===== config.mk =====
export PLATFORM = sky130hd
export DESIGN_NAME = c2p_prerot
export DESIGN_NICKNAME = d
export VERILOG_FILES = /design/src/hw/rtl/c2p_pkg.sv /design/src/hw/rtl/c2p_prerot.sv
export SDC_FILE = /design/constraint.sdc
export NUM_CORES = 1
export LEC_CHECK = 0
export BUFFER_PORTS_ARGS = -buffer_cell sky130_fd_sc_hd__buf_4
export CAP_MARGIN = 5
export CORE_MARGIN = 2
export CORE_UTILIZATION = 47
export DETAILED_ROUTE_END_ITERATION = 8
export GPL_ROUTABILITY_DRIVEN = 0
export GPL_TIMING_DRIVEN = 1
export PLACE_DENSITY_LB_ADDON = 0.08
export SLEW_MARGIN = 20
export SYNTH_ARGS = -nofsm -noshare
export SYNTH_HDL_FRONTEND = slang
export SYNTH_SLANG_ARGS = --single-unit
export TNS_END_PERCENT = 10

===== constraint.sdc =====
create_clock -name clk -period 2.75 [get_ports clk]
set_input_delay 0.55 -clock clk [delete_from_list [all_inputs] [get_ports clk]]
set_output_delay 0.55 -clock clk [all_outputs]
set_load 0.02 [all_outputs]

===== src/hw/rtl/c2p_pkg.sv =====
// ----------------------------------------------------------------------------
// c2p_pkg
// Shared types, widths and constants for the cartesian to polar CORDIC.
// ----------------------------------------------------------------------------
package c2p_pkg;

    localparam int COORD_WIDTH        = 16;
    localparam int OUT_WIDTH          = 16;
    localparam int ITERATIONS_DEFAULT = 16;
    localparam int GUARD_BITS         = 16;
    localparam int TABLE_LEN          = 32;

    // Datapath: sign, 17-bit coordinate after the quarter turn, gain growth,
    // margin, and the guard fraction bits.
    localparam int XW     = COORD_WIDTH + GUARD_BITS + 4;
    // Angle accumulator in Q30 radians; worst case is about 3.3 rad.
    localparam int ZW     = 34;
    localparam int GAIN_W = 30;
    localparam int PW     = XW - GUARD_BITS + GAIN_W;
    localparam int LW     = GUARD_BITS + GAIN_W;
    localparam int SW     = PW + 1;

    localparam logic [GAIN_W-1:0] INV_GAIN_Q30 = GAIN_W'(652032874);
    localparam logic signed [ZW-1:0] HALF_PI_Q30 = ZW'(64'sd1686629713);
    localparam logic signed [OUT_WIDTH-1:0] ANGLE_LIMIT = OUT_WIDTH'(25736);
    localparam logic [OUT_WIDTH-1:0] MAG_MAX = '1;

    // atan(2^-i) in Q30
    localparam logic [ZW-1:0] ATAN_Q30 [TABLE_LEN] = '{
        ZW'(32'h3243F6A8), ZW'(32'h1DAC6705), ZW'(32'h0FADBAFC), ZW'(32'h07F56EA6),
        ZW'(32'h03FEAB76), ZW'(32'h01FFD55B), ZW'(32'h00FFFAAA), ZW'(32'h007FFF55),
        ZW'(32'h003FFFEA), ZW'(32'h001FFFFD), ZW'(32'h000FFFFF), ZW'(32'h0007FFFF),
        ZW'(32'h0003FFFF), ZW'(32'h0001FFFF), ZW'(32'h0000FFFF), ZW'(32'h00007FFF),
        ZW'(32'h00003FFF), ZW'(32'h00001FFF), ZW'(32'h00000FFF), ZW'(32'h000007FF),
        ZW'(32'h000003FF), ZW'(32'h000001FF), ZW'(32'h000000FF), ZW'(32'h0000007F),
        ZW'(32'h0000003F), ZW'(32'h0000001F), ZW'(32'h0000000F), ZW'(32'h00000008),
        ZW'(32'h00000004), ZW'(32'h00000002), ZW'(32'h00000001), ZW'(32'h00000000)
    };

    typedef struct packed {
        logic signed [COORD_WIDTH-1:0] x_coord;
        logic signed [COORD_WIDTH-1:0] y_coord;
    } point_t;

    typedef struct packed {
        logic [OUT_WIDTH-1:0]        magnitude;
        logic signed [OUT_WIDTH-1:0] angle;
    } polar_t;

    // One pipeline slot between rotation stages.
    typedef struct packed {
        logic                 valid;
        logic                 origin;
        logic signed [XW-1:0] x;
        logic signed [XW-1:0] y;
        logic signed [ZW-1:0] z;
    } lane_t;

endpackage


===== src/hw/rtl/c2p_prerot.sv =====
// ----------------------------------------------------------------------------
// c2p_prerot
// Input register: quarter turn into the right half plane and guard scaling.
// ----------------------------------------------------------------------------
module c2p_prerot (
    input  logic            clk,
    input  logic            rst_n,
    input  logic            load,
    input  c2p_pkg::point_t point,
    output c2p_pkg::lane_t  lane_out
);
    import c2p_pkg::*;

    logic                 valid_reg;
    logic                 origin_reg, origin_next;
    logic signed [XW-1:0] x_reg, x_next;
    logic signed [XW-1:0] y_reg, y_next;
    logic signed [ZW-1:0] z_reg, z_next;
    logic signed [XW-1:0] xe, ye, xr, yr;

    always_comb
    begin
        xe = XW'(point.x_coord);
        ye = XW'(point.y_coord);
        origin_next = (point.x_coord == '0) && (point.y_coord == '0);
        if (xe < 0)
        begin
            if (ye >= 0)
            begin
                xr     = ye;
                yr     = -xe;
                z_next = HALF_PI_Q30;
            end
            else
            begin
                xr     = -ye;
                yr     = xe;
                z_next = -HALF_PI_Q30;
            end
        end
        else
        begin
            xr     = xe;
            yr     = ye;
            z_next = '0;
        end
        x_next = xr <<< GUARD_BITS;
        y_next = yr <<< GUARD_BITS;
    end

    always_ff @(posedge clk or negedge rst_n)
    begin
        if (!rst_n)
            valid_reg <= 1'b0;
        else
            valid_reg <= load;
    end

    always_ff @(posedge clk)
    begin
        origin_reg <= origin_next;
        x_reg      <= x_next;
        y_reg      <= y_next;
        z_reg      <= z_next;
    end

    assign lane_out = '{valid: valid_reg, origin: origin_reg,
                        x: x_reg, y: y_reg, z: z_reg};

endmodule


* Word-level counts from Yosys, hierarchy flattened
Cells that the tools add are included.
** Word-level totals
- Register bits :: 76
- Output and inout bits :: 108
- Logic and storage cells :: 17
** Cells by class
- Multiplexer cells :: 5
- $lt $le $gt $ge :: 2
- $add $sub $neg :: 2
- Reduce and logical (&&, ||, !) cells :: 3
** Operator list (number)
- 20-bit 2-to-1 mux :: 4
- 16-bit negator with 20-bit output :: 2
- 34-bit 2-to-1 mux :: 1
- 16-bit logical NOT :: 2
- 16-bit by 1-bit greater-or-equal comparator with 1-bit output, second input constant :: 1
- 16-bit by 1-bit < comparator with 1-bit output, second input constant :: 1
- 1-bit logical AND :: 1

* Depth between registers and ports, before layout
- Depth after elaboration :: 3
- Gate-level depth with buffers :: 7
- Gate-level depth less buffers :: 6

* Worst setup path after synthesis
OpenSTA, ideal clock, no wires.
- Kind :: input-to-reg
- Start :: input port point[0] (netlist bit)
- End :: register x_reg[30]
- Arrival time :: 1.905 ns
- Slack :: 0.712 ns
- Stages on the path :: 7
- Required time :: 2.618 ns
- Path through :: inv_1 > ha_1 > or4b_1 > buf_2 > o41ai_4 > xor2_1 > a21oi_1
** Between the ends
- Cells in the longest elaborated chain, start to end :: 3
** Ends and longest elaborated chain
- start, declared :: line c2p_prerot.sv:9 : input c2p_pkg::point_t point,
- 16-bit negator with 20-bit output / 16-bit by 1-bit greater-or-equal comparator with 1-bit output (equally long branches) :: line c2p_prerot.sv:36, c2p_prerot.sv:28
- 20-bit 2-to-1 mux * :: line c2p_prerot.sv:28 : if (ye >= 0)
- 20-bit 2-to-1 mux * :: line c2p_prerot.sv:26 : if (xe < 0)
- via xr[14] :: line c2p_prerot.sv:19 : logic signed [XW-1:0] xe, ye, xr, yr;
- end signal, assigned :: line c2p_prerot.sv:62 : x_reg <= x_next;
- end, declared :: line c2p_prerot.sv:16 : logic signed [XW-1:0] x_reg, x_next;
The timed path passes the listed nets; every way through them passes the cells marked *.
A chain may end at the register's enable or synchronous reset.

* Worst setup path after layout
Ends and elaborated chain as after synthesis.

==> results.cfg <==
[global_routing]
grt_overflow = 0
grt_pass1_wl_um = 8840
grt_usage_pct = 18.6
grt_max_degree = 67
grt_use_met2_pct = 30.1
gr-max-usage-layer = met2
antenna_found_initial = 0
grt_pass1_vias = 1851
met3_usage_pct = 6.40
grtUsageMet1_pct = 23.1

[placement]
pre_cts_slack_ns = 0.409
dp_hpwl_um = 4080
portBuffers = 110

[floorplan]
die-area_mm2 = 0.00581
dieHeight_um = 76.3
coreArea_mm2 = 0.00507
num_rows = 26
initial_core_util_pct = 48.3
fp.dieW_um = 76.3
pin_count = 143

[critical_path]
endpoint_kind = register
worstSetupStartpointType = input pin
critPathKind = input pin to register
critPathArrivalTime_ns = 2.19
required_ns = 2.91
worstPathMaxFanout = 6

[cells_and_area]
drive_gt1_share_pct = 35.5
nets = 399
n_antenna_cell = 0
mostFrequentLayoutCell = buf_4
largest_reg_flops = 20
final_cell_mix = buf_4, dfxtp_1, conb_1
num-fill-cells = 495
synthToLayoutAreaGrowth_pct = 24.6

[logic_synthesis]
synth_top_area_share_pct = 35.1
synth_top_cell_by_area = dfxtp_1
synth_warnings = 0
postSynthAreaPerCell_um2 = 8.52
syn-cell-area_mm2 = 0.00245
async_reset_ff_share_pct = 2.27
syn_inst = 288
ys_seq_elements = 44
synth_enable_flop_cells = 0
ys_types = 42
synthTopCellsByArea = dfxtp_1, buf_4, a21oi_1
ys.flop_type = dfxtp_1
seq_area_frac_synth_pct = 36.1

[sta]
fmax_mhz = 491
setup_ws_ns = 0.713
setup_viol = 0
maxSlewViolCount = 0
worst_pin_slew_ns = 0.588
slew_headroom_pct = 60.8
period_minus_slack_ns = 2.04
hold_viol = 0
timing.final.crit_share_pct = 74.1
hold-worst-slack_ns = 0.362
grt_setup_unrepaired = false
finalSetupTns_ns = 0

[power]
p_seq_share_pct = 45.7
power_switching_w = 0.000499
p_int_w = 0.00105
power_per_cell_area_mw_per_mm2 = 508
power_frac_clock_pct = 24.8
p_comb_share_pct = 29.5
p_leak_nw = 1.47
ir_worst_vdd_uv = 234
switching_share_pct = 32.1

[clock_tree]
hold_buffers = 1
clockBufferDepth = 2
root_buffer = clkbuf_8
cts_setup_buffers = 0
cts_resized = 0
path_clk_slew_ns = 0.08
cts_sinks = 44
numCtsBuffers = 5
cts_tree = built
htree_levels = 2

[drt]
post_drt_via_cell_ratio = 4.69
wl_per_cell_um = 12.6
drc_errors = 0
routed_wl_um = 5460
first_iter_violations = 182
vias = 2031
first_pass_iters = 4
postRouteAntennaNets = 0

[worst_hold_path]
holdCritPathClass = input pin to register

[run]
maxCapViolCount = 0

[outcome]
outcome = completed
power by group through the flow:
stage               registers (W)  logic [W]  clock network [W]
CTS                      0.000710   0.000459           0.000400
floorplan                0.000790   0.000258                  0
detailed placement       0.000725   0.000457                  0
finish                   0.000709   0.000458           0.000385
global placement         0.000724   0.000453                  0
global route             0.000716   0.000491           0.000420
metrics by stage:
step                      instances  total power, W  util [%]  area, µm²
after floorplan                 322         0.00105         -       2580
after global placement          424         0.00118      58.5       2970
after detailed placement        424         0.00118      58.5       2970
after CTS                       433         0.00157      60.3       3060
after global routing            433         0.00163      60.3       3060
final                           433         0.00155      60.3       3060
logic make-up after synthesis:
family	synth area share, %
compound gates	14.2
mux	0.816
simple gates	15.0
xor+xnor	8.57
buf+inv	24.1
other cells	0.153
flops	36.1
fa+ha+maj	1.02
synth_stat cells (2+ instances only):
cell type and number:
or2_2 4, xnor2_1 13, or4_1 4, nand4_1 2
xor2_1 11, a31oi_1 7, buf_4 66, or3_1 3
clkbuf_1 13, nor2_1 32, nor3_1 7, ha_1 2
dfxtp_1 43, a21oi_1 28, nor2b_1 3, o31ai_1 4
inv_1 9, o21ai_0 7, nor4_1 2, o41ai_2 2
buf_2 2, nand2_1 3, mux2i_1 2
layout make-up:
cell class	instances	area (µm²)	share of cell area, %
multi-input combinational	187	1100	36.1
sequential	44	886	29.0
timing repair buffer	115	866	28.3
tap	70	87.6	2.86
clock buffer	7	76.3	2.50
inverter	9	33.8	1.10
clock inverter	1	5.00	0.164
layer usage:
metal,routed length (µm),vias to the layer above
li1,-,1008
met3,539,2
met5,0,-
met2,2590,105
met4,27,0
met1,2300,916
critical path, cell delays in order:
cell	delay, ns
buf_4	0.12
inv_1	0.07
ha_1	0.20
or4b_1	0.60
o41ai_4	0.39
xor2_1	0.17
a21oi_1	0.08
final timing paths:
kind                          start  cells past startpoint  slack (ns)   endpoint
worst max-delay path       point[0]                      7        0.71  x_reg[30]
worst min-delay path           load                      1        0.36  valid_reg
max in group asynchronous     rst_n                      2        2.10  valid_reg
min in group asynchronous     rst_n                      2        0.57  valid_reg
Power figures use the tool's default switching activity.
