--- config.mk ---
export PLATFORM = sky130hd
export DESIGN_NAME = c2p_post
export DESIGN_NICKNAME = d
export VERILOG_FILES = /design/src/hw/rtl/c2p_pkg.sv /design/src/hw/rtl/c2p_post.sv
export SDC_FILE = /design/constraint.sdc
export NUM_CORES = 1
export LEC_CHECK = 0
export BUFFER_PORTS_ARGS = -buffer_cell sky130_fd_sc_hd__buf_4
export CAP_MARGIN = 20
export CORE_MARGIN = 5
export CORE_UTILIZATION = 30
export DETAILED_ROUTE_END_ITERATION = 8
export PLACE_DENSITY = 0.41
export SYNTH_ARGS = -nofsm -noshare
export SYNTH_HDL_FRONTEND = slang
export SYNTH_SLANG_ARGS = --single-unit
--- constraint.sdc ---
create_clock -name clk -period 3.3 [get_ports clk]
set_input_delay 0.165 -clock clk [delete_from_list [all_inputs] [get_ports clk]]
set_output_delay 0.165 -clock clk [all_outputs]
set_load 0.1 [all_outputs]
--- src/hw/rtl/c2p_pkg.sv ---
// ----------------------------------------------------------------------------
// c2p_pkg
// Shared types, widths and constants for the cartesian to polar CORDIC.
// ----------------------------------------------------------------------------
package c2p_pkg;

    localparam int COORD_WIDTH        = 16;
    localparam int OUT_WIDTH          = 16;
    localparam int ITERATIONS_DEFAULT = 16;
    localparam int GUARD_BITS         = 16;
    localparam int TABLE_LEN          = 32;

    // Datapath: sign, 17-bit coordinate after the quarter turn, gain growth,
    // margin, and the guard fraction bits.
    localparam int XW     = COORD_WIDTH + GUARD_BITS + 4;
    // Angle accumulator in Q30 radians; worst case is about 3.3 rad.
    localparam int ZW     = 34;
    localparam int GAIN_W = 30;
    localparam int PW     = XW - GUARD_BITS + GAIN_W;
    localparam int LW     = GUARD_BITS + GAIN_W;
    localparam int SW     = PW + 1;

    localparam logic [GAIN_W-1:0] INV_GAIN_Q30 = GAIN_W'(652032874);
    localparam logic signed [ZW-1:0] HALF_PI_Q30 = ZW'(64'sd1686629713);
    localparam logic signed [OUT_WIDTH-1:0] ANGLE_LIMIT = OUT_WIDTH'(25736);
    localparam logic [OUT_WIDTH-1:0] MAG_MAX = '1;

    // atan(2^-i) in Q30
    localparam logic [ZW-1:0] ATAN_Q30 [TABLE_LEN] = '{
        ZW'(32'h3243F6A8), ZW'(32'h1DAC6705), ZW'(32'h0FADBAFC), ZW'(32'h07F56EA6),
        ZW'(32'h03FEAB76), ZW'(32'h01FFD55B), ZW'(32'h00FFFAAA), ZW'(32'h007FFF55),
        ZW'(32'h003FFFEA), ZW'(32'h001FFFFD), ZW'(32'h000FFFFF), ZW'(32'h0007FFFF),
        ZW'(32'h0003FFFF), ZW'(32'h0001FFFF), ZW'(32'h0000FFFF), ZW'(32'h00007FFF),
        ZW'(32'h00003FFF), ZW'(32'h00001FFF), ZW'(32'h00000FFF), ZW'(32'h000007FF),
        ZW'(32'h000003FF), ZW'(32'h000001FF), ZW'(32'h000000FF), ZW'(32'h0000007F),
        ZW'(32'h0000003F), ZW'(32'h0000001F), ZW'(32'h0000000F), ZW'(32'h00000008),
        ZW'(32'h00000004), ZW'(32'h00000002), ZW'(32'h00000001), ZW'(32'h00000000)
    };

    typedef struct packed {
        logic signed [COORD_WIDTH-1:0] x_coord;
        logic signed [COORD_WIDTH-1:0] y_coord;
    } point_t;

    typedef struct packed {
        logic [OUT_WIDTH-1:0]        magnitude;
        logic signed [OUT_WIDTH-1:0] angle;
    } polar_t;

    // One pipeline slot between rotation stages.
    typedef struct packed {
        logic                 valid;
        logic                 origin;
        logic signed [XW-1:0] x;
        logic signed [XW-1:0] y;
        logic signed [ZW-1:0] z;
    } lane_t;

endpackage

--- src/hw/rtl/c2p_post.sv ---
// ----------------------------------------------------------------------------
// c2p_post
// Gain correction, magnitude rounding, angle rounding and clamping.
// Two register stages: products, then sum and output register.
// ----------------------------------------------------------------------------
module c2p_post (
    input  logic            clk,
    input  logic            rst_n,
    input  c2p_pkg::lane_t  lane_in,
    output logic            done,
    output c2p_pkg::polar_t polar
);
    import c2p_pkg::*;

    localparam int ZQW = ZW + 1 - 17;

    // stage A
    logic                        valid_a_reg;
    logic [PW-1:0]               prod_hi_reg, prod_hi_next;
    logic [GAIN_W-1:0]           prod_lo_reg, prod_lo_next;
    logic signed [OUT_WIDTH-1:0] angle_a_reg, angle_a_next;
    logic [XW-1:0]               ux;
    logic [LW-1:0]               lo_full;
    logic signed [ZW:0]          zsum;
    logic signed [ZQW-1:0]       zq;

    // stage B
    logic                        done_reg;
    polar_t                      polar_reg, polar_next;
    logic [SW-1:0]               sum;
    logic [SW-31:0]              mag_wide;

    always_comb
    begin
        ux = (lane_in.x < 0) ? '0 : XW'(lane_in.x);
        prod_hi_next = PW'(ux[XW-1:GUARD_BITS]) * PW'(INV_GAIN_Q30);
        lo_full      = LW'(ux[GUARD_BITS-1:0]) * LW'(INV_GAIN_Q30);
        prod_lo_next = lo_full[LW-1:GUARD_BITS];

        zsum = (ZW+1)'(lane_in.z) + (ZW+1)'(65536);
        zq   = ZQW'(zsum >>> 17);
        if (lane_in.origin)
            angle_a_next = '0;
        else if (zq > ZQW'(ANGLE_LIMIT))
            angle_a_next = ANGLE_LIMIT;
        else if (zq < -ZQW'(ANGLE_LIMIT))
            angle_a_next = -ANGLE_LIMIT;
        else
            angle_a_next = OUT_WIDTH'(zq);
    end

    always_comb
    begin
        sum = SW'(prod_hi_reg) + SW'(prod_lo_reg) + (SW'(1) << 29);
        mag_wide = sum[SW-1:30];
        if (mag_wide > (SW-30)'(MAG_MAX))
            polar_next.magnitude = MAG_MAX;
        else
            polar_next.magnitude = OUT_WIDTH'(mag_wide);
        polar_next.angle = angle_a_reg;
    end

    always_ff @(posedge clk or negedge rst_n)
    begin
        if (!rst_n)
        begin
            valid_a_reg <= 1'b0;
            done_reg    <= 1'b0;
        end
        else
        begin
            valid_a_reg <= lane_in.valid;
            done_reg    <= valid_a_reg;
        end
    end

    always_ff @(posedge clk)
    begin
        prod_hi_reg <= prod_hi_next;
        prod_lo_reg <= prod_lo_next;
        angle_a_reg <= angle_a_next;
        polar_reg   <= polar_next;
    end

    assign done  = done_reg;
    assign polar = polar_reg;

endmodule

== Yosys cells after proc, flatten, opt, wreduce, memory -nomap -nowiden ==
Cells that the tools add are included.

* Register bits: 129
* Logic and storage cells: 23
* Bits of input ports: 110
* Output and inout port bits: 33

* Muxes and demuxes: 3
* Reductions and logical operators: 2
* Add/subtract/negate cells: 3
* Order comparisons: 4
* Multiply operators: 2

{| class="wikitable"
|+ Operator list
! operator !! number
|-
| adder 50 x 30 -> 51 bit || 1
|-
| adder 51 x 30 -> 51 bit (second input constant) || 1
|-
| multiplier 20 x 29 -> 49 bit (second input constant) || 1
|-
| multiplier 16 x 29 -> 45 bit (second input constant) || 1
|-
| less-than comparator 36 x 1 -> 1 bit (second input constant) || 1
|-
| two-way mux 36 bit || 1
|-
| adder 34 x 18 -> 35 bit (second input constant) || 1
|-
| > comparator 21 x 16 -> 1 bit (second input constant) || 1
|-
| > comparator 18 x 16 -> 1 bit (second input constant) || 1
|-
| less-than comparator 18 x 16 -> 1 bit (second input constant) || 1
|-
| two-way mux 16 bit || 1
|-
| two-way mux 15 bit || 1
|-
| OR reduction 3 bit || 1
|-
| OR reduction 2 bit || 1
|}

== Logic depth before layout (Yosys ltp) ==
* Word-level depth: 4
* Depth in mapped cells: 29
* Depth with buffers taken out: 26

== Least setup slack after synthesis ==
No wires, ideal clock.

* Path kind: input -> register
* Start: input lane_in[105] in the netlist's numbering
* End: register prod_hi_reg[48]
* Slack: -4043 ps
* Buffers on the path: 3
* Stages: 28
* Data arrival time: 7227 ps
* Data required time: 3184 ps
* Setup time: 116 ps
* Path through: clkbuf_1 -> clkbuf_1 -> clkbuf_1 -> nor2b_1 -> ha_1 -> inv_1 -> ha_1 -> nand2b_1 -> inv_1 -> fa_1 -> fa_1 -> fa_1 -> inv_1 -> fa_1 -> fa_1 -> inv_1 -> fa_1 -> inv_1 -> ha_1 -> and3_1 -> and3_1 -> and2_1 -> a221o_1 -> a31oi_1 -> o41a_1 -> a21o_1 -> mux2i_1 -> nor2_1

* Longest elaborated chain between the ends: 3

{| class="wikitable"
|+ Ends and longest elaborated chain
! item !! RTL line !! RTL
|-
| start: declaration || c2p_post.sv:9 || <nowiki>input c2p_pkg::lane_t lane_in,</nowiki>
|-
| less-than comparator 36 x 1 -> 1 bit || c2p_post.sv:35 || <nowiki>ux = (lane_in.x < 0) ? '0 : XW'(lane_in.x);</nowiki>
|-
| two-way mux 36 bit * || c2p_post.sv:35 ||
|-
| multiplier 20 x 29 -> 49 bit * || c2p_post.sv:36 || <nowiki>prod_hi_next = PW'(ux[XW-1:GUARD_BITS]) * PW'(INV_GAIN_Q30);</nowiki>
|-
| net prod_hi_next[48] || c2p_post.sv:19 || <nowiki>logic [PW-1:0] prod_hi_reg, prod_hi_next;</nowiki>
|-
| end signal: assignment || c2p_post.sv:79 || <nowiki>prod_hi_reg <= prod_hi_next;</nowiki>
|-
| end: declaration || c2p_post.sv:19 ||
|}

The timed path passes the listed nets; every way through them passes the cells marked *.
A chain may end at the register's enable or synchronous reset.

== Final worst setup path ==
* Start: input lane_in[105] in the netlist's numbering
* End: register prod_hi_reg[44]

Same word-level chain as after synthesis.

==> results.toml <==
[synth]
synthMuxAreaShare_pct = 0.1316
ys_ff_latch = 128
synth_nets = 3238
synth_top_family_by_area = "adder cells"
ys_seq_area_share_pct = 11.28
synth-simple-area-share_pct = 7.734
ys_warn_count = 0
synthXorXnorAreaFrac_pct = 4.454
synth_area_leaders = "fa_1 35%, ha_1 23%, dfxtp_1 11%"
syn_area_per_cell_um2 = 9.828
synthDistinctLibCells = 71
postSynth.asyncResetShare_pct = 1.563
synth_edf_count = 0
ys.flop_type = "dfxtp_1"
synth_fa_ha_area_share_pct = 57.30
post-synth-top-area-cell = "fa_1"
yosys-top-cells-count = "564 x inv_1, 411 x ha_1, 396 x fa_1"
synth_top_area_share_pct = 34.75
syn-cell-area_um2 = 22810
synth_compound_area_share_pct = 9.193
yosysMostFrequentCell = "inv_1"
netlist_instances = 2321

[finish]
fillers = 7455
final_area_um2 = 30660
final_nets = 3864
antenna-diode-count = 0
area_growth_pct = 34.43
largest_reg_flops = 49
drive_gt1_share_pct = 30.10

[floorplanning]
start_util_pct = 30.13
die_width_um = 285.7
rows = 101
die_area_um2 = 81650
core_area_um2 = 75700
die_h_um = 285.7
io_pins = 143

[sta]
drv_slew = 0
max_slew_margin_pct = 61.80
worst_clock_skew_ps = 11.62
fin_crit_sh_pct = 182.2
rsz0062_at_grt = "yes"
setup_slack_ps = -2713
fmax_mhz = 166.3
period_needed_ps = 6013
setup_viol = 71
hold_violations = 0
tightest_slew_ps = 564.1

[detailed_routing]
drc = 0
vias = 17330
drt_wl_total_mm = 68.59
routedWlPerCell_um = 17.42
highest-signal-layer = "met4"
routed-wl-met2_mm = 35.09
drt-met1-wl_mm = 31.82
drtPass1Iterations = 6
routed_via_density = 4.400
route.antenna.remaining_nets = 0
drt_iter0_markers = 564
wl_met3_mm = 1.053

[critical_path]
cp_common_cell = "fa_2"
rr_startpoint = "prod_hi_reg[17]"
cp.required_ps = 3620
r2r_slack_ps = 280
ff2ff_path_depth = 13
cp_max_fo = 5
r2r-end = "polar[27]"
path_buf_inv = 5
slowest_delay_ps = 580
startpoint_type = "primary input"
critPathTopFamily = "adder cells"
crit_start = "lane_in[105]"
critical_path_arrival_ps = 6330
criticalPathCategory = "in -> reg"
endpoint_kind = "flop"
critPathSlowestCell = "fa_2"

[clocking]
cts-buffers-inserted = 17
cts_sinks = 128
cts-root-buf = "clkbuf_16"
clk_path_buf_depth = 2
clk_pin_slew_ps = 70
htreeDepth = 4
cts_tree = "done"
insertion_delay_ps = 430

[run]
max-cap-violations = 0

[grt]
grt_pass1_wl_mm = 110.0
globalRouteOverflowTotal = 0
antenna_found_initial = 0
grt_usage_pct = 17.01
first_global_vias = 19290
grt_max_degree = 18

[placed_design]
place_area_um2 = 28780
io_buffers = 90
hpwlAfterDp_mm = 62.43
place_congestion = 0.9077

[run_status]
violations = "negative setup slack"
outcome = "finished, violations left"

[min_path]
hp-class = "in -> async"
==> stage by stage <==
step / hold slack, ps / cells / TNS, ps / setup slack [ps] / utilization (%)
5_1_grt: 51.97 / 3938 / -164660 / -2892 / 40.51
2_1_floorplan: -130.6 / 2321 / -164160 / -3068 / -
6_report: 58.48 / 3938 / -149120 / -2713 / 40.51
4_1_cts: 40.35 / 3919 / -158790 / -2745 / 39.52
3_5_place_dp: -52.13 / 3862 / -196080 / -3368 / 38.02
3_3_place_gp: -52.73 / 3862 / -194720 / -3280 / 38.02
==> layout by cell type (no fill, tap or decap), types with 10 or more instances in the layout <==
| master | n |
|---|---|
| inv_1 | 531 |
| xnor2_2 | 12 |
| o21a_1 | 12 |
| ha_1 | 370 |
| buf_12 | 10 |
| a21oi_1 | 77 |
| a21o_1 | 63 |
| inv_2 | 31 |
| nor2_1 | 63 |
| a211oi_1 | 19 |
| dfxtp_1 | 126 |
| xnor2_1 | 57 |
| o21ai_0 | 42 |
| nand4_1 | 27 |
| nor2b_1 | 19 |
| fa_2 | 25 |
| nand2b_1 | 19 |
| xor2_1 | 42 |
| fa_1 | 371 |
| nor3_1 | 19 |
| nand2_1 | 82 |
| and3_1 | 10 |
| buf_6 | 26 |
| buf_4 | 600 |
| o21ai_1 | 13 |
| and2_1 | 12 |
| ha_4 | 35 |
| a21oi_2 | 21 |
| clkbuf_16 | 17 |
| nand3_1 | 27 |
| o21ai_2 | 10 |
==> cell families after synthesis <==
| logic type | after synthesis |
|---|---|
| adders and majority gates | 807 |
| buffers and inverters | 597 |
| and+or+nand+nor | 347 |
| AOI/OAI and AO/OA | 323 |
| DFF | 128 |
| xor gates and xnor gates | 116 |
| muxes | 3 |
==> how the worst max path moves through the flow <==
stage	end	slack, ps	cells after the start
3_5_place_dp	prod_hi_reg[49]	-3370	26
3_3_place_gp	prod_hi_reg[49]	-3280	22
5_1_grt	prod_hi_reg[44]	-2890	27
2_1_floorplan	prod_hi_reg[44]	-3070	28
6_report	prod_hi_reg[44]	-2710	25
4_1_cts	prod_hi_reg[43]	-2740	26
==> what timing repair did <==
item | 4_1_cts | 5_1_grt
setup buffers | 21 | 21
pin swaps | 74 | 121
hold buffers | 4 | 0
hold endpoints to repair | 15 | 0
gates cloned | 1 | 0
resized for setup | 71 | 145
endpoints found under the setup margin | 75 | 88
==> cell type report <==
class                   instances  area [µm²]  share of cell area [%]
repair buffers                640        5037                   16.43
multi-input cells            1596       19100                   62.29
flip-flops and latches        128        2572                   8.389
inverters                     564        2123                   6.925
well taps                     978        1224                   3.991
clock buffers                  17       425.4                   1.387
clock inverters                15       181.4                  0.5917
==> routing by layer <==
metal | vias to the layer above | GRT usage (%)
met2 | 139 | 30.63
met5 | - | 0
met3 | 29 | 0.9721
met4 | 0 | 2.618
met1 | 8494 | 23.06
li1 | 8664 | -
Power is left out: the tool's default activity adds up to more than one toggle a clock period on the data nets, which glitch-free logic cannot reach.
