<file path="src/hw/rtl/c2p_pkg.sv">
// ----------------------------------------------------------------------------
// c2p_pkg
// Shared types, widths and constants for the cartesian to polar CORDIC.
// ----------------------------------------------------------------------------
package c2p_pkg;

    localparam int COORD_WIDTH        = 16;
    localparam int OUT_WIDTH          = 16;
    localparam int ITERATIONS_DEFAULT = 16;
    localparam int GUARD_BITS         = 16;
    localparam int TABLE_LEN          = 32;

    // Datapath: sign, 17-bit coordinate after the quarter turn, gain growth,
    // margin, and the guard fraction bits.
    localparam int XW     = COORD_WIDTH + GUARD_BITS + 4;
    // Angle accumulator in Q30 radians; worst case is about 3.3 rad.
    localparam int ZW     = 34;
    localparam int GAIN_W = 30;
    localparam int PW     = XW - GUARD_BITS + GAIN_W;
    localparam int LW     = GUARD_BITS + GAIN_W;
    localparam int SW     = PW + 1;

    localparam logic [GAIN_W-1:0] INV_GAIN_Q30 = GAIN_W'(652032874);
    localparam logic signed [ZW-1:0] HALF_PI_Q30 = ZW'(64'sd1686629713);
    localparam logic signed [OUT_WIDTH-1:0] ANGLE_LIMIT = OUT_WIDTH'(25736);
    localparam logic [OUT_WIDTH-1:0] MAG_MAX = '1;

    // atan(2^-i) in Q30
    localparam logic [ZW-1:0] ATAN_Q30 [TABLE_LEN] = '{
        ZW'(32'h3243F6A8), ZW'(32'h1DAC6705), ZW'(32'h0FADBAFC), ZW'(32'h07F56EA6),
        ZW'(32'h03FEAB76), ZW'(32'h01FFD55B), ZW'(32'h00FFFAAA), ZW'(32'h007FFF55),
        ZW'(32'h003FFFEA), ZW'(32'h001FFFFD), ZW'(32'h000FFFFF), ZW'(32'h0007FFFF),
        ZW'(32'h0003FFFF), ZW'(32'h0001FFFF), ZW'(32'h0000FFFF), ZW'(32'h00007FFF),
        ZW'(32'h00003FFF), ZW'(32'h00001FFF), ZW'(32'h00000FFF), ZW'(32'h000007FF),
        ZW'(32'h000003FF), ZW'(32'h000001FF), ZW'(32'h000000FF), ZW'(32'h0000007F),
        ZW'(32'h0000003F), ZW'(32'h0000001F), ZW'(32'h0000000F), ZW'(32'h00000008),
        ZW'(32'h00000004), ZW'(32'h00000002), ZW'(32'h00000001), ZW'(32'h00000000)
    };

    typedef struct packed {
        logic signed [COORD_WIDTH-1:0] x_coord;
        logic signed [COORD_WIDTH-1:0] y_coord;
    } point_t;

    typedef struct packed {
        logic [OUT_WIDTH-1:0]        magnitude;
        logic signed [OUT_WIDTH-1:0] angle;
    } polar_t;

    // One pipeline slot between rotation stages.
    typedef struct packed {
        logic                 valid;
        logic                 origin;
        logic signed [XW-1:0] x;
        logic signed [XW-1:0] y;
        logic signed [ZW-1:0] z;
    } lane_t;

endpackage

</file>
<file path="src/hw/rtl/c2p_stage.sv">
// ----------------------------------------------------------------------------
// c2p_stage
// One registered CORDIC vectoring micro-rotation with a fixed shift.
// ----------------------------------------------------------------------------
module c2p_stage #(
    parameter int STAGE = 0
) (
    input  logic           clk,
    input  logic           rst_n,
    input  c2p_pkg::lane_t lane_in,
    output c2p_pkg::lane_t lane_out
);
    import c2p_pkg::*;

    localparam logic signed [ZW-1:0] STEP_ANGLE = ATAN_Q30[STAGE];

    logic                 valid_reg;
    logic                 origin_reg;
    logic signed [XW-1:0] x_reg, x_next;
    logic signed [XW-1:0] y_reg, y_next;
    logic signed [ZW-1:0] z_reg, z_next;
    logic signed [XW-1:0] dx, dy;

    always_comb
    begin
        dx = lane_in.y >>> STAGE;
        dy = lane_in.x >>> STAGE;
        if (lane_in.y >= 0)
        begin
            x_next = lane_in.x + dx;
            y_next = lane_in.y - dy;
            z_next = lane_in.z + STEP_ANGLE;
        end
        else
        begin
            x_next = lane_in.x - dx;
            y_next = lane_in.y + dy;
            z_next = lane_in.z - STEP_ANGLE;
        end
    end

    always_ff @(posedge clk or negedge rst_n)
    begin
        if (!rst_n)
            valid_reg <= 1'b0;
        else
            valid_reg <= lane_in.valid;
    end

    always_ff @(posedge clk)
    begin
        origin_reg <= lane_in.origin;
        x_reg      <= x_next;
        y_reg      <= y_next;
        z_reg      <= z_next;
    end

    assign lane_out = '{valid: valid_reg, origin: origin_reg,
                        x: x_reg, y: y_reg, z: z_reg};

endmodule

</file>
<file path="config.mk">
export PLATFORM = sky130hd
export DESIGN_NAME = c2p_stage
export DESIGN_NICKNAME = d
export VERILOG_FILES = /design/src/hw/rtl/c2p_pkg.sv /design/src/hw/rtl/c2p_stage.sv
export SDC_FILE = /design/constraint.sdc
export NUM_CORES = 1
export LEC_CHECK = 0
export BUFFER_PORTS_ARGS = -buffer_cell sky130_fd_sc_hd__buf_2
export CAP_MARGIN = 20
export CORE_MARGIN = 2
export CORE_UTILIZATION = 57
export CTS_CLUSTER_SIZE = 28
export DETAILED_ROUTE_END_ITERATION = 10
export PLACE_DENSITY_LB_ADDON = 0.25
export SETUP_SLACK_MARGIN = 0.4
export SLEW_MARGIN = 20
export SYNTH_ARGS = -nofsm -noshare
export SYNTH_HDL_FRONTEND = slang
export SYNTH_SLANG_ARGS = --single-unit
</file>
<file path="constraint.sdc">
create_clock -name clk -period 0.8 [get_ports clk]
set_input_delay 0.12 -clock clk [delete_from_list [all_inputs] [get_ports clk]]
set_output_delay 0.12 -clock clk [all_outputs]
set_load 0.1 [all_outputs]
</file>
==> results of run 1 <==
-- cells by family after synthesis --
logic type / Yosys count
AOI/OAI and AO/OA: 489
adders and majority gates: 121
xor gates and xnor gates: 104
DFF: 107
buffers and inverters: 189
and+or+nand+nor: 316
muxes: 22
-- cell usage after synthesis, types with 6 or more instances --
library cell  instances
a211o_1               6
a211oi_1             20
a21o_1               41
a21oi_1             155
a31oi_1               8
and2_1                8
buf_1                 8
buf_2                17
buf_4                 8
clkbuf_1             26
clkinv_1              7
dfxtp_1             106
ha_1                118
inv_1               113
mux2i_1              22
nand2_1              75
nand2b_1             17
nand3_1              26
nand4_1              13
nor2_1               91
nor2b_1              13
nor3_1               28
nor4_1                8
o211ai_1             11
o21a_1               17
o21ai_0              97
o21ai_1               8
o21bai_1             36
o22ai_1               9
o31ai_1              13
or2_2                 7
or3_1                 8
xnor2_1              80
xor2_1               24
-- per-stage QoR --
step	hold slack, ns	util [%]	cell area, sq um
3_3_place_gp	-0.105	96.8	17300
2_1_floorplan	-0.176	-	11500
3_5_place_dp	-0.104	96.8	17300
==> results.json, run 1 <==
{
  "status": "did not finish",
  "haltStage": "4_1_cts",
  "error_line": "[ERROR DPL-0038] Utilization greater than 100%, impossible to legalize",
  "ctsResizeCount": 406,
  "syn_inst": 1348,
  "htree_levels": 3,
  "yosysSeqAreaShare_pct": 20.6,
  "ys_warn_count": 0,
  "yosys.area_share.adder_pct": 14.8,
  "synth.area.top_cells": "dfxtp_1, ha_1, a21oi_1",
  "clock-sinks": 107,
  "synthXorXnorAreaFrac_pct": 8.76,
  "holdBufCountCts": 1,
  "start_util_pct": 58.1,
  "ys_seq_elements": 107,
  "async_flop_share_pct": 0.935,
  "synth_mux_area_share_pct": 2.12,
  "cts.path.max_buffers": 2,
  "die_x_microns": 139,
  "dp_slack_ns": -2.26,
  "syn_area_per_cell_sq_um": 7.72,
  "syn-num-nets": 1579,
  "die_h_microns": 139,
  "synth_top_family_by_area": "compound AO/OA/AOI/OAI gates",
  "yosysUniqueCellTypes": 86,
  "ys.flop_type": "dfxtp_1",
  "synth_edf_count": 0,
  "gp_congestion": 1.14,
  "ios": 218,
  "post-cts-setup-buffers": 70,
  "root_buffer": "clkbuf_16",
  "yosys.area.top_type": "dfxtp_1",
  "synth_compound_area_share_pct": 30.9,
  "syn_area_sq_mm": 0.0104,
  "synthSimpleGateAreaFrac_pct": 14.9,
  "numPlacedInstances": 2173,
  "hpwl_microns": 45500,
  "synth.top_cell.area_share_pct": 20.4,
  "num_rows": 49,
  "port_buffers": 217,
  "cts_buffers": 9
}
==> run 2, diff against run 1 <==
- CORE_UTILIZATION: 57 -> 40
- CTS_CLUSTER_SIZE: 28 -> unset
- PLACE_DENSITY_LB_ADDON: 0.25 -> 0.15
- SETUP_SLACK_MARGIN: 0.4 -> unset
==> run 2 against run 1 <==
The flow now finishes, with violations (negative setup slack). Synthesized area is the same. Synthesized cell count did not move.
==> results.json, run 2 <==
{
  "grt_overflow": 0,
  "syn_area_sq_mm": 0.0104,
  "core-area_sq_mm": 0.0258,
  "yosysSeqAreaShare_pct": 20.6,
  "finalHoldViolations": 0,
  "root_buffer": "clkbuf_16",
  "area_growth_syn_to_layout_pct": 99.3,
  "dieArea_sq_mm": 0.0273,
  "seqPwrFrac_pct": 19.6,
  "grt_pass1_vias": 13199,
  "setup_viol": 207,
  "cts.path.max_buffers": 2,
  "syn_inst": 1348,
  "nets": 2311,
  "drv_slew": 0,
  "clock-sinks": 107,
  "syn_area_per_cell_sq_um": 7.72,
  "drive_gt1_share_pct": 60.2,
  "via_count": 13638,
  "crit_path_start_kind": "input pin",
  "fillerInstances": 1616,
  "comb_power_share_pct": 67.4,
  "status": "finished with violations",
  "critPathRequiredTime_ns": 1.08,
  "die_h_microns": 165,
  "tightestPinTransition_ns": 0.692,
  "ys.flop_type": "dfxtp_1",
  "synth_edf_count": 0,
  "relSlewSlack_pct": 53.8,
  "drc": 0,
  "pwr-share-clk_pct": 13.0,
  "synth.top_cell.area_share_pct": 20.4,
  "switching_share_pct": 49.0,
  "antenna_found_initial": 3,
  "die_x_microns": 165,
  "hpwl_microns": 34600,
  "yosysUniqueCellTypes": 86,
  "routed_via_density": 5.63,
  "num_rows": 59,
  "worstPathMaxFanout": 4,
  "switchingPower_mw": 19.6,
  "synth_commonest_cells": "a21oi_1, ha_1, inv_1",
  "grt_setup_unrepaired": "yes",
  "wl_per_cell_microns": 20.7,
  "vdd_drop_max_uv": 2140,
  "cp_top_family": "compound AO/OA/AOI/OAI gates",
  "violations": "negative setup slack",
  "crit_arrival_ns": 2.70,
  "cts_tree": "done",
  "grt_pass1_wl_microns": 69300,
  "grt_usage_pct": 32.5,
  "fin_ws_ns": -1.62,
  "met1_length_microns": 18700,
  "wl_met2_microns": 24900,
  "syn-num-nets": 1579,
  "start_util_pct": 40.4,
  "grt_start_max_net_pins": 44,
  "synth_most_common_cell": "a21oi_1",
  "wl_microns": 50100,
  "hp-class": "input pin to asynchronous set/reset pin",
  "ys_warn_count": 0,
  "crit_slowest_cell": "o41a_1",
  "post-route-min-period_ns": 2.42,
  "drt-initial-drc-count": 945,
  "ys_seq_elements": 107,
  "gp_congestion": 0.948,
  "leakagePower_nw": 9.43,
  "clk_pin_slew_ns": 0.10,
  "first_pass_iters": 5,
  "final_common_cell": "buf_4",
  "crit_buf_inv": 2,
  "fmax_mhz": 413,
  "largest_register_ffs": 36,
  "ios": 218,
  "critical_path_class": "input pin to flip-flop",
  "setup.worst_path.end_class": "flip-flop",
  "async_flop_share_pct": 0.935,
  "antenna_left": 0,
  "path_depth": 13,
  "holdWs_ns": 0.0687,
  "port_buffers": 217,
  "yosys.area.top_type": "dfxtp_1",
  "place_area_sq_mm": 0.0176,
  "synth.area.top_cells": "dfxtp_1, ha_1, a21oi_1",
  "path_cells": "buf_12 > xor2_2 > ha_2 > or2_4 > a21oi_4 > o31ai_4 > a311oi_2 > buf_4 > o21ai_4 > a31oi_4 > o41a_1 > o211ai_2 > xnor2_1",
  "final_cell_mix": "buf_4, buf_12, a21oi_1, dfxtp_2, inv_1",
  "cts_buffers": 9,
  "final_cell_area_sq_mm": 0.0207,
  "cpPeakStageDelay_ns": 0.44,
  "dr_wl_met3_microns": 3650,
  "htree_levels": 3,
  "post-route-period-util_pct": 303,
  "p_per_area_mw_per_mm2": 1930,
  "top_layer": "met4",
  "max_cap_violations": 0,
  "p_int_mw": 20.4
}
## run 2: cell counts after synthesis
No cell type changed its count.
## run 2: metal layers
layer	GRT usage, %	vias up
li1	-	6240
met1	38.4	6430
met2	58.8	744
met3	4.50	224
met4	13.6	0
met5	0	-
## run 2: final timing paths
path / endpoint / from / slack (ns)
max in group asynchronous: valid_reg / rst_n / 0.64
min: valid_reg / rst_n / 0.07
min in group clk: z_reg[32] / lane_in[32] / 0.07
max: z_reg[33] / lane_in[69] / -1.62
## run 2: cells by family (layout without fill, tap and decap cells)
family | Yosys count | count (layout) | synth area share [%]
AOI/OAI and AO/OA | 489 | 489 | 30.9
xor gates and xnor gates | 104 | 104 | 8.76
muxes | 22 | 22 | 2.12
adders and majority gates | 121 | 121 | 14.8
and+or+nand+nor | 316 | 316 | 14.9
DFF | 107 | 107 | 20.6
other | 0 | 3 | 0
buffers and inverters | 189 | 926 | 7.90
## run 2: what timing repair did
item | CTS | global route
hold buffers | 8 | 0
resized for setup | 295 | 187
buffers inserted | 50 | 49
cloned | 0 | 0
pin swaps | 178 | 142
endpoints found under the setup margin | 207 | 207
endpoints found under the hold margin | 9 | 0
## run 2: final cells by class
cell class / count / area, sq um / area share [%]
Antenna cell: 3 / 7.51 / 0.0362
Clock buffer: 9 / 225 / 1.09
Clock inverter: 7 / 103 / 0.495
Inverter: 122 / 526 / 2.54
Multi-Input combinational cell: 1052 / 9610 / 46.3
Sequential cell: 107 / 2290 / 11.1
Tap cell: 335 / 419 / 2.02
Timing Repair Buffer: 788 / 7550 / 36.4
## run 2: power groups by stage
stage	clock network, mW	registers [mW]	logic (mW)
3_5_place_dp	0	7.92	23.7
4_1_cts	5.24	7.84	25.3
5_1_grt	5.39	7.94	27.9
2_1_floorplan	0	15.7	5.64
3_3_place_gp	0	7.92	23.6
6_report	5.22	7.85	27.0
## run 2: through the flow
step	setup WS, ns	power, mW	setup TNS (ns)	utilization [%]	instances
finish	-1.62	40.0	-134.27	80.5	2423
global route	-1.74	41.2	-141.68	80.4	2422
CTS	-1.41	38.4	-120.87	76.1	2387
detailed placement	-1.98	31.7	-146.87	68.3	2326
global placement	-1.94	31.5	-143.41	68.3	2326
floorplan	-2.23	21.3	-119.38	-	1348
Power figures use the tool's default switching activity.
==> run 3, diff against run 2 <==
- BUFFER_PORTS_ARGS: -buffer_cell sky130_fd_sc_hd__buf_2 -> -buffer_cell sky130_fd_sc_hd__clkbuf_2
- SKIP_CTS_REPAIR_TIMING: unset -> 1
==> run 3 against run 2 <==
The run still ends with negative setup slack left. Die area unchanged. Cell area shrank 4.9%. Largest cell class unchanged. Fmax up 4.7%. Hold slack lost 0.048 ns. Utilization decreased by 4.0 points. Critical endpoint is now y_reg[33]. Clock power fell by 13%. Critical path depth increased by 2. First-iteration DRC count down 16%. Setup slack gained 0.11 ns. Via count down 5.2%. Combinational power down 5%. Non-clock buffer count is 31 lower.
==> results.json, run 3 (same netlist as run 2, synthesis figures left out) <==
{
  "port_buffers": 217,
  "grt_setup_unrepaired": "yes",
  "finalHoldViolations": 0,
  "area_growth_syn_to_layout_pct": 89.5,
  "dp_slack_ns": -2.12,
  "routed_via_density": 5.41,
  "die_x_microns": 165,
  "tightestPinTransition_ns": 0.579,
  "setup_viol": 207,
  "leakagePower_nw": 9.09,
  "first_pass_iters": 5,
  "fmax_mhz": 433,
  "final_cell_mix": "buf_4, buf_12, a21oi_1, dfxtp_2, inv_1",
  "hpwl_microns": 35300,
  "setup.worst_path.end_class": "flip-flop",
  "place_area_sq_mm": 0.0176,
  "root_buffer": "clkbuf_16",
  "critPathCapture": "y_reg[33]",
  "crit_slowest_cell": "a221o_1",
  "status": "finished with violations",
  "post-route-period-util_pct": 289,
  "core-area_sq_mm": 0.0258,
  "dieArea_sq_mm": 0.0273,
  "wl_microns": 44800,
  "fin_ws_ns": -1.51,
  "critical_path_class": "input pin to flip-flop",
  "nets": 2280,
  "largest_register_ffs": 36,
  "drt-initial-drc-count": 794,
  "grt_start_max_net_pins": 57,
  "cp_common_cell": "a21oi_2",
  "hold_depth": 2,
  "cts_tree": "done",
  "clock-sinks": 107,
  "cpPeakStageDelay_ns": 0.41,
  "drv_slew": 0,
  "drive_gt1_share_pct": 56.2,
  "num_rows": 59,
  "htree_levels": 3,
  "drc": 0,
  "cts_buffers": 9,
  "power_mw": 38.0,
  "startpoint": "lane_in[71]",
  "antenna_found_initial": 0,
  "hp-class": "input pin to flip-flop",
  "crit_path_start_kind": "input pin",
  "grt_overflow": 0,
  "clk_pin_slew_ns": 0.08,
  "ios": 218,
  "max_cap_violations": 0,
  "num_antenna_cells": 0,
  "gp_congestion": 0.974,
  "grt_pass1_vias": 12481,
  "worstPathMaxFanout": 4,
  "grt_usage_pct": 30.3,
  "final_common_cell": "buf_4",
  "vdd_drop_max_uv": 1910,
  "post-route-min-period_ns": 2.31,
  "start_util_pct": 40.4,
  "p_per_area_mw_per_mm2": 1930,
  "violations": "negative setup slack",
  "path_cells": "buf_2 > inv_2 > buf_4 > buf_4 > ha_1 > inv_1 > a21oi_2 > o21ai_2 > a21oi_2 > a221o_1 > buf_6 > a21o_1 > a211oi_2 > a21oi_2 > xor2_1",
  "wl_per_cell_microns": 18.8,
  "antenna_left": 0,
  "final_cell_area_sq_mm": 0.0197,
  "crit_arrival_ns": 2.57,
  "critPathRequiredTime_ns": 1.05,
  "relSlewSlack_pct": 60.9,
  "grt_pass1_wl_microns": 64800,
  "via_count": 12928,
  "cts.path.max_buffers": 2,
  "die_h_microns": 165
}
run 3: critical path, delay by kind of cell:
kind                     cells  cell delay [ns]
AO/OA/AOI/OAI                7             1.33
XOR/XNOR                     1             0.17
adder cells (fa/ha/maj)      1             0.18
buffers and inverters        6             0.76
run 3: per-stage QoR:
step	hold slack, ns	TNS, ns	util (%)	cells
after floorplan	-0.176	-119.38	-	1348
after global placement	-0.0858	-144.90	68.2	2328
after detailed placement	-0.0890	-148.70	68.2	2328
after CTS	-0.485	-135.10	69.3	2344
after global routing	0.0183	-135.80	76.5	2389
final	0.0210	-127.01	76.5	2389
run 3: worst min-delay path by stage:
stage | slack, ns | start | end
floorplan | -0.18 | rst_n | valid_reg
global placement | -0.09 | rst_n | valid_reg
detailed placement | -0.09 | rst_n | valid_reg
CTS | -0.49 | rst_n | valid_reg
global route | 0.02 | lane_in[3] | z_reg[3]
finish | 0.02 | lane_in[3] | z_reg[3]
run 3: layout make-up:
class / instances / area, sq um
multi-input combinational: 1052 / 9080
fill: 1862 / 6060
clock inverter: 5 / 35.0
tap: 335 / 419
clock buffer: 11 / 233
sequential: 107 / 2290
inverter: 122 / 517
timing repair buffer: 757 / 7130
run 3: layer usage:
layer | track usage (%) | vias up | wire, microns
met4 | 9.96 | 0 | 1580
met1 | 37.0 | 6148 | 18100
met2 | 54.9 | 475 | 22700
met5 | 0 | - | 0
met3 | 3.95 | 111 | 2460
li1 | - | 6194 | -
run 3: power by group:
| part | switching (mW) | total, mW | internal, mW |
|---|---|---|---|
| sequential | 1.01 | 7.80 | 6.79 |
| clock | 2.38 | 4.52 | 2.14 |
| combinational | 15.2 | 25.7 | 10.4 |
| total | 18.6 | 38.0 | 19.4 |
==> run 4, diff against run 3 <==
- SKIP_LAST_GASP: unset -> 1
==> run 4 against run 3 <==
The run still ends with negative setup slack left. Sequential share of layout area about the same. Sequential cell count unchanged. Largest power group unchanged. Die area unchanged. Critical endpoint unchanged. Final cell count is the same. Hold slack better by 0.016 ns. Sequential power hardly changed. Via count down 0.57%. Clock-buffer cell count did not move. Global-route usage is the same. Cell area is 0.65% lower.
==> results.json, run 4 (same netlist as run 2, synthesis figures left out) <==
{
  "status": "finished with violations",
  "violations": "negative setup slack",
  "die_h_microns": 165,
  "max_cap_violations": 0,
  "final_cell_area_sq_mm": 0.0196,
  "p_per_area_mw_per_mm2": 1930,
  "cts_buffers": 9,
  "setup.worst_path.end_class": "flip-flop",
  "crit_arrival_ns": 2.55,
  "hp-start": "lane_in[3]",
  "antenna_left": 0,
  "grt_pass1_vias": 12481,
  "post-route-period-util_pct": 287,
  "finalHoldViolations": 0,
  "hold_end": "z_reg[3]",
  "root_buffer": "clkbuf_16",
  "hpwl_microns": 35300,
  "num_antenna_cells": 0,
  "area_growth_syn_to_layout_pct": 88.2,
  "via_count": 12854,
  "fmax_mhz": 435,
  "port_buffers": 217,
  "fin_ws_ns": -1.50,
  "grt_util_met2_pct": 54.9,
  "nets": 2280,
  "grt_usage_pct": 30.3,
  "ios": 218,
  "drt-initial-drc-count": 800,
  "antenna_found_initial": 0,
  "wl_per_cell_microns": 18.6,
  "hp-class": "input pin to flip-flop",
  "first_pass_iters": 5,
  "grtUsageMet3_pct": 3.95,
  "gp_congestion": 0.974,
  "final_common_cell": "buf_4",
  "htree_levels": 3,
  "setup_tns_ns": -128.02,
  "leakagePower_nw": 9.05,
  "drv_slew": 0,
  "grt_setup_unrepaired": "yes",
  "grt_overflow": 0,
  "critPathRequiredTime_ns": 1.05,
  "clock-sinks": 107,
  "dieArea_sq_mm": 0.0273,
  "cts_tree": "done",
  "drive_gt1_share_pct": 55.5,
  "stdcell_count": 2389,
  "grt_pass1_wl_microns": 64800,
  "routed_via_density": 5.38,
  "post-route-min-period_ns": 2.30,
  "wl_microns": 44400,
  "critical_path_class": "input pin to flip-flop",
  "start_util_pct": 40.4,
  "grt_start_max_net_pins": 57,
  "vdd_drop_max_uv": 1910,
  "met1_usage_pct": 37.0,
  "grt_busiest_layer": "met2",
  "clk_pin_slew_ns": 0.07,
  "place_area_sq_mm": 0.0176,
  "numPlacedInstances": 2328,
  "setup_viol": 207,
  "die_x_microns": 165,
  "hold_depth": 2,
  "num_rows": 59,
  "crit_path_start_kind": "input pin",
  "core-area_sq_mm": 0.0258,
  "final_cell_mix": "buf_4, buf_12, a21oi_1, dfxtp_2, inv_1",
  "drc": 0,
  "worstPathMaxFanout": 4,
  "largest_register_ffs": 36,
  "relSlewSlack_pct": 49.0,
  "cts.path.max_buffers": 2,
  "tightestPinTransition_ns": 0.765,
  "holdWs_ns": 0.0371
}
-- run 4: cell types whose count changed in the layout (fill, tap and decap cells not counted), moves of 2 or more --
| cell | previous run | this run |
|---|---|---|
| a21oi_1 | 107 | 111 |
| a21oi_2 | 41 | 37 |
| buf_4 | 487 | 494 |
| buf_6 | 49 | 45 |
| buf_8 | 6 | 4 |
| dfxtp_1 | 0 | 2 |
| dfxtp_4 | 4 | 1 |
| o21ai_0 | 50 | 55 |
| o21ai_1 | 29 | 27 |
| o21ai_2 | 21 | 18 |
-- run 4: layout make-up --
type                            count  area [sq um]
Multi-Input combinational cell   1052          9010
Timing Repair Buffer              757          7080
Fill cell                        1896          6190
Sequential cell                   107          2280
Inverter                          122           517
Tap cell                          335           419
Clock buffer                       11           233
Clock inverter                      5          35.0
-- run 4: layer usage --
metal	vias up	wire, microns
li1	6181	-
met1	6087	17900
met2	490	22600
met3	96	2590
met4	0	1340
met5	-	0
-- run 4: power breakdown --
group,internal [mW],switching (mW)
clock,2.14,2.38
combinational,10.4,15.2
sequential,6.78,1.01
-- run 4: critical path: stages --
cell      delay [ns]
buf_2           0.15
inv_2           0.07
buf_4           0.14
buf_4           0.12
ha_1            0.18
inv_1           0.10
a21oi_2         0.07
o21ai_2         0.16
a21oi_2         0.09
a221o_1         0.41
buf_6           0.16
a21o_1          0.20
a211oi_2        0.32
a21oi_2         0.06
xor2_1          0.18
-- run 4: worst max path at each step --
stage                           start   endpoint  slack, ns  cells past startpoint
after floorplan           lane_in[69]  z_reg[21]      -2.23                     17
after global placement    lane_in[50]  y_reg[35]      -2.04                     13
after detailed placement  lane_in[50]  y_reg[35]      -2.12                     13
after CTS                 lane_in[50]  y_reg[35]      -1.75                     13
after global routing      lane_in[71]  y_reg[33]      -1.58                     15
final                     lane_in[71]  y_reg[33]      -1.50                     15
-- run 4: through the flow --
step	utilization, %	power, mW	setup WS [ns]
3_3_place_gp	68.2	31.4	-2.04
3_5_place_dp	68.2	31.6	-2.12
2_1_floorplan	-	21.3	-2.23
6_report	76.0	37.8	-1.50
4_1_cts	69.3	36.2	-1.75
5_1_grt	76.0	39.1	-1.58
